### config.mk
export PLATFORM = sky130hd
export DESIGN_NAME = fnse_fit
export DESIGN_NICKNAME = d
export VERILOG_FILES = /design/src/rtl/core/fnse_pkg.sv /design/src/rtl/core/fnse_fit.sv
export SDC_FILE = /design/constraint.sdc
export NUM_CORES = 2
export LEC_CHECK = 0
export ABC_AREA = 1
export BUFFER_PORTS_ARGS = -buffer_cell sky130_fd_sc_hd__buf_2
export CORE_AREA = 2 2 293 295
export DETAILED_ROUTE_END_ITERATION = 10
export DIE_AREA = 0 0 295 297
export PLACE_DENSITY = 0.78
export REMOVE_ABC_BUFFERS = 1
export SLEW_MARGIN = 10
export SYNTH_ARGS = -nofsm -noshare
export SYNTH_HDL_FRONTEND = slang
export SYNTH_SLANG_ARGS = --single-unit
export TNS_END_PERCENT = 5
### constraint.sdc
create_clock -name i_clk -period 7.7 [get_ports i_clk]
set_input_delay 0.77 -clock i_clk [delete_from_list [all_inputs] [get_ports i_clk]]
set_output_delay 0.77 -clock i_clk [all_outputs]
set_load 0.005 [all_outputs]
### src/rtl/core/fnse_pkg.sv
// Shared types, widths and calibration tables of the needle shape estimator.
// Used by the top level, the fit engine and the port checker; no dependencies.
`timescale 1ns / 1ps
`default_nettype none

package fnse_pkg;

    localparam int GRATING_COUNT = 12;
    localparam int GIDX_W        = $clog2(GRATING_COUNT);
    localparam int IDX_W         = 4;
    localparam int WL_W          = 31;
    localparam int CI_W          = 3;
    localparam int ACC_W         = 48;
    localparam int K_W           = 32;   // Q2.29 constants
    localparam int DELTA_W       = 32;
    localparam int PROD_W        = 54;   // delta * calibration, LSB 2^-49
    localparam int PROD_SHIFT    = 9;
    localparam int SECT_N        = 3;
    localparam int ROW_N         = 3;
    localparam int SECT_W        = 2;
    localparam int CURV_LO_W     = 24;
    localparam int FIT_OPD_W     = ACC_W - CURV_LO_W + 1;
    localparam int FIT_PROD_W    = 57;
    localparam int FIT_SUM_W     = 81;   // exact fit sum, LSB 2^-69
    localparam int FIT_SHIFT     = 29;
    localparam int FIT_RND_W     = 52;
    localparam int STEP_W        = 3;

    localparam logic [IDX_W:0] GRATING_LIMIT = (IDX_W + 1)'(GRATING_COUNT);

    localparam logic OP_BASELINE = 1'b0;
    localparam logic OP_MEASURE  = 1'b1;

    localparam logic [IDX_W-1:0]  FRAME_END_IDX = 4'd11;
    localparam logic [CI_W-1:0]   COEFF_FIRST   = 3'd0;
    localparam logic [CI_W-1:0]   COEFF_YZ      = 3'd3;
    localparam logic [CI_W-1:0]   COEFF_LAST    = 3'd5;
    localparam logic [STEP_W-1:0] STEP_FIRST    = 3'd0;
    localparam logic [STEP_W-1:0] STEP_LAST     = 3'd5;

    localparam logic signed [PROD_W-1:0]    PROD_RND = 54'sd256;
    localparam logic signed [FIT_SUM_W-1:0] FIT_RND  = 81'sh10000000;

    localparam logic signed [63:0] ACC_MAX64 = 64'sh00007FFFFFFFFFFF;
    localparam logic signed [63:0] ACC_MIN64 = 64'shFFFF800000000000;

    typedef struct packed {
        logic             opcode;
        logic [IDX_W-1:0] grating_index;
        logic [WL_W-1:0]  wavelength;
    } t_in_item;

    typedef struct packed {
        logic [CI_W-1:0]          coeff_index;
        logic signed [ACC_W-1:0]  coeff_value;
        logic                     last;
    } t_out_item;

    // one accumulator row: both planes of one section
    typedef struct packed {
        logic signed [ACC_W-1:0] xz;
        logic signed [ACC_W-1:0] yz;
    } t_acc_row;

    typedef struct packed {
        logic      valid;
        t_out_item item;
    } t_fit_res;

    typedef struct packed {
        logic              used;
        logic [SECT_W-1:0] sect;
        logic [SECT_W-1:0] row;
    } t_gmap;

    localparam longint P15 = 64'sd30517578125;

    // round(m * 1e-15 * 2^29), elaboration only
    function automatic logic signed [K_W-1:0] qp(input longint m, input logic neg);
        longint v;
        v = (m / P15) * 64'sd16384 + ((m % P15) * 64'sd16384 + P15 / 2) / P15;
        if (neg) begin
            v = -v;
        end
        return K_W'(v);
    endfunction

    localparam logic signed [K_W-1:0] CAL_XZ [SECT_N][ROW_N] = '{
        '{qp(64'sd748867336927, 1'b1), qp(64'sd149139340337, 1'b0),
          qp(64'sd1976798053222, 1'b1)},
        '{qp(64'sd873030745682, 1'b1), qp(64'sd1842941061259, 1'b0),
          qp(64'sd3619990771172, 1'b1)},
        '{qp(64'sd1413614466484, 1'b1), qp(64'sd261312453896, 1'b0),
          qp(64'sd1099139334677, 1'b0)}};

    localparam logic signed [K_W-1:0] CAL_YZ [SECT_N][ROW_N] = '{
        '{qp(64'sd1068881969116, 1'b0), qp(64'sd1503803740640, 1'b0),
          qp(64'sd365319953008, 1'b0)},
        '{qp(64'sd2173139599615, 1'b0), qp(64'sd594529565956, 1'b1),
          qp(64'sd367250476008, 1'b0)},
        '{qp(64'sd1629045053891, 1'b1), qp(64'sd1086421100232, 1'b1),
          qp(64'sd1165117978684, 1'b1)}};

    localparam logic signed [K_W-1:0] PINV [ROW_N][SECT_N] = '{
        '{qp(64'sd196670987170, 1'b0), qp(64'sd185506596030, 1'b1),
          qp(64'sd215754756108, 1'b1)},
        '{qp(64'sd40712424136224, 1'b1), qp(64'sd29143140319940, 1'b0),
          qp(64'sd41572491743759, 1'b0)},
        '{qp(64'sd1808653477078151, 1'b0), qp(64'sd407769396371889, 1'b1),
          qp(64'sd1188711386659099, 1'b1)}};

    // section and row of each grating; 5, 8, 10 and above 11 feed nothing
    function automatic t_gmap grating_map(input logic [IDX_W-1:0] idx);
        t_gmap m;
        m = '{used: 1'b1, sect: 2'd0, row: 2'd0};
        case (idx)
            4'd0:    m = '{used: 1'b1, sect: 2'd0, row: 2'd0};
            4'd1:    m = '{used: 1'b1, sect: 2'd1, row: 2'd0};
            4'd2:    m = '{used: 1'b1, sect: 2'd0, row: 2'd1};
            4'd3:    m = '{used: 1'b1, sect: 2'd1, row: 2'd1};
            4'd4:    m = '{used: 1'b1, sect: 2'd0, row: 2'd2};
            4'd6:    m = '{used: 1'b1, sect: 2'd1, row: 2'd2};
            4'd7:    m = '{used: 1'b1, sect: 2'd2, row: 2'd0};
            4'd9:    m = '{used: 1'b1, sect: 2'd2, row: 2'd1};
            4'd11:   m = '{used: 1'b1, sect: 2'd2, row: 2'd2};
            default: m = '{used: 1'b0, sect: 2'd0, row: 2'd0};
        endcase
        return m;
    endfunction

    function automatic logic signed [ACC_W-1:0] sat_acc(input logic signed [63:0] x);
        logic signed [ACC_W-1:0] r;
        if (x > ACC_MAX64) begin
            r = ACC_MAX64[ACC_W-1:0];
        end else if (x < ACC_MIN64) begin
            r = ACC_MIN64[ACC_W-1:0];
        end else begin
            r = x[ACC_W-1:0];
        end
        return r;
    endfunction

endpackage

`default_nettype wire

### src/rtl/core/fnse_fit.sv
// Frame-end fit engine: pseudo-inverse times curvatures, one partial product a cycle while a coefficient is issued.
// Reads accumulator rows through the top level's memory port; uses fnse_pkg.
`timescale 1ns / 1ps
`default_nettype none

module fnse_fit (
    input  logic                          i_clk,
    input  logic                          i_rst_n,
    input  logic                          i_start,
    input  fnse_pkg::t_acc_row            i_curv,
    input  logic                          i_curv_vld,
    input  logic                          i_out_free,
    output logic [fnse_pkg::SECT_W-1:0]   o_raddr,
    output fnse_pkg::t_fit_res            o_res
);

    logic                                    r_iss;
    logic [fnse_pkg::CI_W-1:0]               r_k;
    logic [fnse_pkg::STEP_W-1:0]             r_step;

    logic                                    r_p1_vld;
    logic [fnse_pkg::CI_W-1:0]               r_p1_k;
    logic [fnse_pkg::SECT_W-1:0]             r_p1_j;
    logic                                    r_p1_h;
    logic                                    r_p1_first;
    logic                                    r_p1_last;

    logic                                    r_p2_vld;
    logic signed [fnse_pkg::FIT_PROD_W-1:0]  r_p2_prod;
    logic                                    r_p2_h;
    logic                                    r_p2_first;
    logic                                    r_p2_last;
    logic [fnse_pkg::CI_W-1:0]               r_p2_k;

    logic signed [fnse_pkg::FIT_SUM_W-1:0]   r_sum;
    logic                                    r_p3_vld;
    logic [fnse_pkg::CI_W-1:0]               r_p3_k;

    logic signed [fnse_pkg::ACC_W-1:0]       curv;
    logic signed [fnse_pkg::FIT_OPD_W-1:0]   opd;
    logic [fnse_pkg::SECT_W-1:0]             kmod;
    logic signed [fnse_pkg::K_W-1:0]         w;
    logic signed [fnse_pkg::FIT_PROD_W-1:0]  mul;
    logic signed [fnse_pkg::FIT_SUM_W-1:0]   term;
    logic signed [fnse_pkg::FIT_SUM_W-1:0]   rnd;
    logic                                    res_fire;

    assign o_raddr = r_step[fnse_pkg::STEP_W-1:1];

    // pick plane and half of the curvature, then one partial product
    always_comb begin
        if (!i_curv_vld) begin
            curv = '0;
        end else if (r_p1_k < fnse_pkg::COEFF_YZ) begin
            curv = i_curv.xz;
        end else begin
            curv = i_curv.yz;
        end
        if (r_p1_h) begin
            opd = {curv[fnse_pkg::ACC_W-1], curv[fnse_pkg::ACC_W-1:fnse_pkg::CURV_LO_W]};
        end else begin
            opd = {1'b0, curv[fnse_pkg::CURV_LO_W-1:0]};
        end
        if (r_p1_k < fnse_pkg::COEFF_YZ) begin
            kmod = r_p1_k[fnse_pkg::SECT_W-1:0];
        end else begin
            kmod = fnse_pkg::SECT_W'(r_p1_k - fnse_pkg::COEFF_YZ);
        end
        w = fnse_pkg::PINV[kmod][r_p1_j];
    end

    assign mul  = opd * w;
    assign term = r_p2_h ? (fnse_pkg::FIT_SUM_W'(r_p2_prod) <<< fnse_pkg::CURV_LO_W)
                         : fnse_pkg::FIT_SUM_W'(r_p2_prod);
    assign rnd  = (r_sum + fnse_pkg::FIT_RND) >>> fnse_pkg::FIT_SHIFT;

    assign res_fire                = r_p3_vld && i_out_free;
    assign o_res.valid             = r_p3_vld;
    assign o_res.item.coeff_index  = r_p3_k;
    assign o_res.item.coeff_value  =
        fnse_pkg::sat_acc(64'(signed'(rnd[fnse_pkg::FIT_RND_W-1:0])));
    assign o_res.item.last         = (r_p3_k == fnse_pkg::COEFF_LAST);

    always_ff @(posedge i_clk) begin
        if (!i_rst_n) begin
            r_iss    <= 1'b0;
            r_k      <= fnse_pkg::COEFF_FIRST;
            r_step   <= fnse_pkg::STEP_FIRST;
            r_p1_vld <= 1'b0;
            r_p2_vld <= 1'b0;
            r_p3_vld <= 1'b0;
        end else begin
            if (i_start) begin
                r_iss  <= 1'b1;
                r_k    <= fnse_pkg::COEFF_FIRST;
                r_step <= fnse_pkg::STEP_FIRST;
            end else if (res_fire && (r_k != fnse_pkg::COEFF_LAST)) begin
                // pipeline is drained: start the next coefficient
                r_iss  <= 1'b1;
                r_k    <= r_k + 1'b1;
                r_step <= fnse_pkg::STEP_FIRST;
            end else if (r_iss) begin
                r_step <= r_step + 1'b1;
                if (r_step == fnse_pkg::STEP_LAST) begin
                    r_iss <= 1'b0;
                end
            end
            r_p1_vld <= r_iss;
            r_p2_vld <= r_p1_vld;
            if (r_p2_vld && r_p2_last) begin
                r_p3_vld <= 1'b1;
            end else if (res_fire) begin
                r_p3_vld <= 1'b0;
            end
        end
    end

    always_ff @(posedge i_clk) begin
        r_p1_k     <= r_k;
        r_p1_j     <= r_step[fnse_pkg::STEP_W-1:1];
        r_p1_h     <= r_step[0];
        r_p1_first <= (r_step == fnse_pkg::STEP_FIRST);
        r_p1_last  <= (r_step == fnse_pkg::STEP_LAST);

        r_p2_prod  <= mul;
        r_p2_h     <= r_p1_h;
        r_p2_first <= r_p1_first;
        r_p2_last  <= r_p1_last;
        r_p2_k     <= r_p1_k;

        if (r_p2_vld) begin
            r_sum <= r_p2_first ? term : r_sum + term;
        end
        if (r_p2_vld && r_p2_last) begin
            r_p3_k <= r_p2_k;
        end
    end

endmodule

`default_nettype wire

==> results.tsv <==
metric	value	unit
status	finished, violations left	
failing checks	negative setup slack	
Yosys top cell area share	35.5	%
met3 routed WL	19500	µm
synth top area cells	fa_1 36%, nand2_1 14%, inv_1 12%	
GR Util All Layers	42.7	%
max frequency	128	MHz
number of global-route vias before repair	45100	
share of layout cells above drive strength 1	15.2	%
Avg Inst Size Synth	7.04	µm²
hold_ws	0.337	ns
# DRC	0	
die width	295	µm
synth warn	0	
Cell Count, Final, Fillers Out	8139	
hold path endpoint	r_p2_first	
top cell type by total area after synthesis	fa_1	
min Tclk post-route	7.81	ns
initial antenna violation count	6	
Cell variety after synth	58	
fin crit share	101	%
register share of total power	9.0	%
core area	84500	µm²
setup violators final	20	
Met2 Routed Length	79700	µm
Cells after Synth	6435	
total of max-cap violations	0	
Routed wire per std cell	22.5	µm
Crit Path Class	reg2reg	
Storage cell area	4150	µm²
CTS Buf Count	17	
FILL cells	7812	
Worst-path clk slew	0.09	ns
slowest library cell on the worst path	fa_1	
placed cells	8097	
die footprint	87600	µm²
Post-synth EDFFs	84	
clk_skew	0.0181	ns
Levels on crit path	36	
M1 WL	69400	µm
Core Rows	107	
largest net degree at the start of global routing	67	
Least-Margin Pin Slew	1.18	ns
Worst EP required	8.15	ns
post-route setup slack	-0.112	ns
H-tree Lvls	4	
CP Capture Type	flip-flop	
Vias	44000	
CTS sink cnt	165	
worst-skew pair later-pin latency	0.52	ns
Rel. slew slack	20.8	%
leakage	28.4	nW
PwrDens	286	nW/µm²
# nets final	8131	
Iter 0 DRT Violations	4310	
top layer in use	met5	
CTS Buffer Depth	2	
Hold Path Class	reg2reg	
post-DR vias/cell	5.41	
IO buf count	155	
global-route wire length before repair	274000	µm
Routed Antenna Nets	0	
Reg-to-Reg Start	r_p1_k[0]	
Slew Viols, Final	0	
final HPWL from detailed placement	159000	µm
grt total ovfl	0	
Pint	6.79	mW
Gate power share	84.7	%
Sw Pwr	8.24	mW
Seq/Total Area, Yosys	9.15	%
I/O Pins	156	
Initial Utilization	53.6	%
CP max FO	9	
arrival time worst endpoint	8.26	ns
Chip Height	297	µm
Multi-input gate area	35200	µm²
Hold Crit Depth	0	
root buf cell	clkbuf_16	
Post-Route WL	183000	µm
reg2reg setup slack	-0.11	ns
Pre-Repair DR Iteration Count	6	
RSZ-0062 raised after global routing	true	
Worst Path Buf+Inv	12	
routability cong.	1.08	
maximum vdd ir drop	0.603	mV
worst min-delay path startpoint	r_p1_first	
Async SR Flop Fraction	0	%
cell mode on critical path	fa_1	
synthesized area	45300	µm²
Sw Ratio	54.8	%
largest stage delay on the critical path	0.56	ns
FF-to-FF path depth	36	
delay-heaviest family, CP	adder cells	
Critical Path Source Type	flip-flop	
Post-synth top flop	edfxtp_1	
synthesized flop and latch total	165	
Place WS	-0.376	ns
r2r endpoint	r_p2_prod[47]	
CTS tree	built	
Layout area overhead	16.1	%
Final Hold Fails	0	
Clk pwr share	6.3	%
[cells in the mapped netlist, drive strengths merged (51+ instances only)]
master,count
xnor2,60
inv,1549
a21oi,155
ha,246
edfxtp,84
clkbuf,82
nor3,51
nand3,136
nor2,869
buf,88
fa,804
xor2,68
dfxtp,81
o21ai,196
nand2,1799
[sequential cells by signal, summed over array words and instances, names as in the netlist]
name	count
r_sum	81
r_p2_prod	57
r_k	3
r_p1_k	3
r_p2_k	3
r_p3_k	3
r_step	3
r_p1_j	2
r_iss	1
r_p1_first	1
r_p1_h	1
r_p1_last	1
r_p1_vld	1
r_p2_first	1
r_p2_h	1
r_p2_last	1
r_p2_vld	1
r_p3_vld	1
[worst register-to-register path, delay by kind of cell, from the launching register on]
family / cells / cell delay, ns
AOI/OAI and AO/OA: 2 / 0.40
adders and majority gates: 9 / 3.95
and+or+nand+nor: 12 / 1.49
DFF: 1 / 0.34
buffers and inverters: 12 / 1.40
xor gates and xnor gates: 1 / 0.14
[stage by stage]
stage	util (%)	area, µm²	setup TNS (ns)	power, mW
after global routing	62.3	52600	-8.51	16.3
after floorplan	-	44400	-19.85	7.97
after detailed placement	60.6	51200	-5.93	13.0
after CTS	61.5	52000	-0.297	14.0
after global placement	60.6	51200	-4.69	12.9
final	62.3	52600	-0.825	15.0
[how the worst max path moves through the flow]
stage,slack [ns],to,startpoint
floorplan,-0.65,r_p2_prod[56],r_p1_k[1]
global placement,-0.35,r_p2_prod[37],r_p1_k[0]
detailed placement,-0.38,r_p2_prod[47],r_p1_k[0]
CTS,-0.05,r_p2_prod[32],r_p1_k[0]
global route,-0.31,r_p2_prod[52],r_p1_k[0]
finish,-0.11,r_p2_prod[47],r_p1_k[0]
[logic make-up after synthesis]
| group | count (synthesis) | share of synthesized area, % |
|---|---|---|
| xor gates and xnor gates | 128 | 2.49 |
| and+or+nand+nor | 2942 | 26.1 |
| DFF | 165 | 9.15 |
| buffers and inverters | 1723 | 14.8 |
| adders and majority gates | 1050 | 42.3 |
| AOI/OAI and AO/OA | 427 | 5.17 |
[power by group through the flow]
| stage | Sequential [mW] | Clock (mW) | Combinational, mW |
|---|---|---|---|
| 4_1_cts | 1.34 | 0.951 | 11.8 |
| 2_1_floorplan | 1.29 | 0 | 6.68 |
| 3_5_place_dp | 1.36 | 0 | 11.6 |
| 6_report | 1.35 | 0.949 | 12.7 |
| 5_1_grt | 1.36 | 0.978 | 13.9 |
| 3_3_place_gp | 1.36 | 0 | 11.5 |
[what timing repair did]
| action | 4_1_cts | 5_1_grt |
|---|---|---|
| pin swaps | 8 | 33 |
| setup buffers | 3 | 5 |
| setup endpoints to repair | 35 | 40 |
| hold endpoints to repair | 0 | 0 |
| resized for setup | 60 | 169 |
| hold buffers | 0 | 0 |
[cell type report]
type / count / share of cell area [%]
Tap cell: 1144 / 2.72
Inverter: 1553 / 11.1
Sequential cell: 165 / 7.89
Clock inverter: 15 / 0.302
Timing Repair Buffer: 696 / 10.3
Clock buffer: 17 / 0.808
Antenna cell: 2 / 0.00951
Multi-Input combinational cell: 4547 / 66.9
[layer usage]
layer	GRT usage, %	vias up
li1	-	19900
met1	53.9	21000
met2	65.5	2449
met3	10.8	647
met4	26.4	8
met5	1.22	-
[cells in the final DEF (no fill, tap or decap), types with 6 or more instances in the layout]
cell	count
nand2_2	80
a21oi_2	26
nor2_1	784
nor2_2	65
a31oi_1	9
inv_2	46
nor3_2	6
buf_4	491
o21ai_1	29
fa_1	794
ha_4	12
fa_2	10
xnor2_1	60
edfxtp_1	84
o22ai_1	20
o211ai_1	6
nand4_1	39
o21ai_0	161
inv_8	7
nand3_2	7
clkbuf_16	17
o21bai_1	12
nand3_1	128
dfxtp_1	77
xor2_1	67
ha_1	231
and2_1	7
nand3b_1	14
a21o_1	10
nor2_4	20
inv_1	1497
buf_2	155
nand2_1	1715
a21oi_1	124
or2_2	14
buf_6	7
and3_1	6
nor3_1	42
buf_12	43
Power figures use the tool's default switching activity.
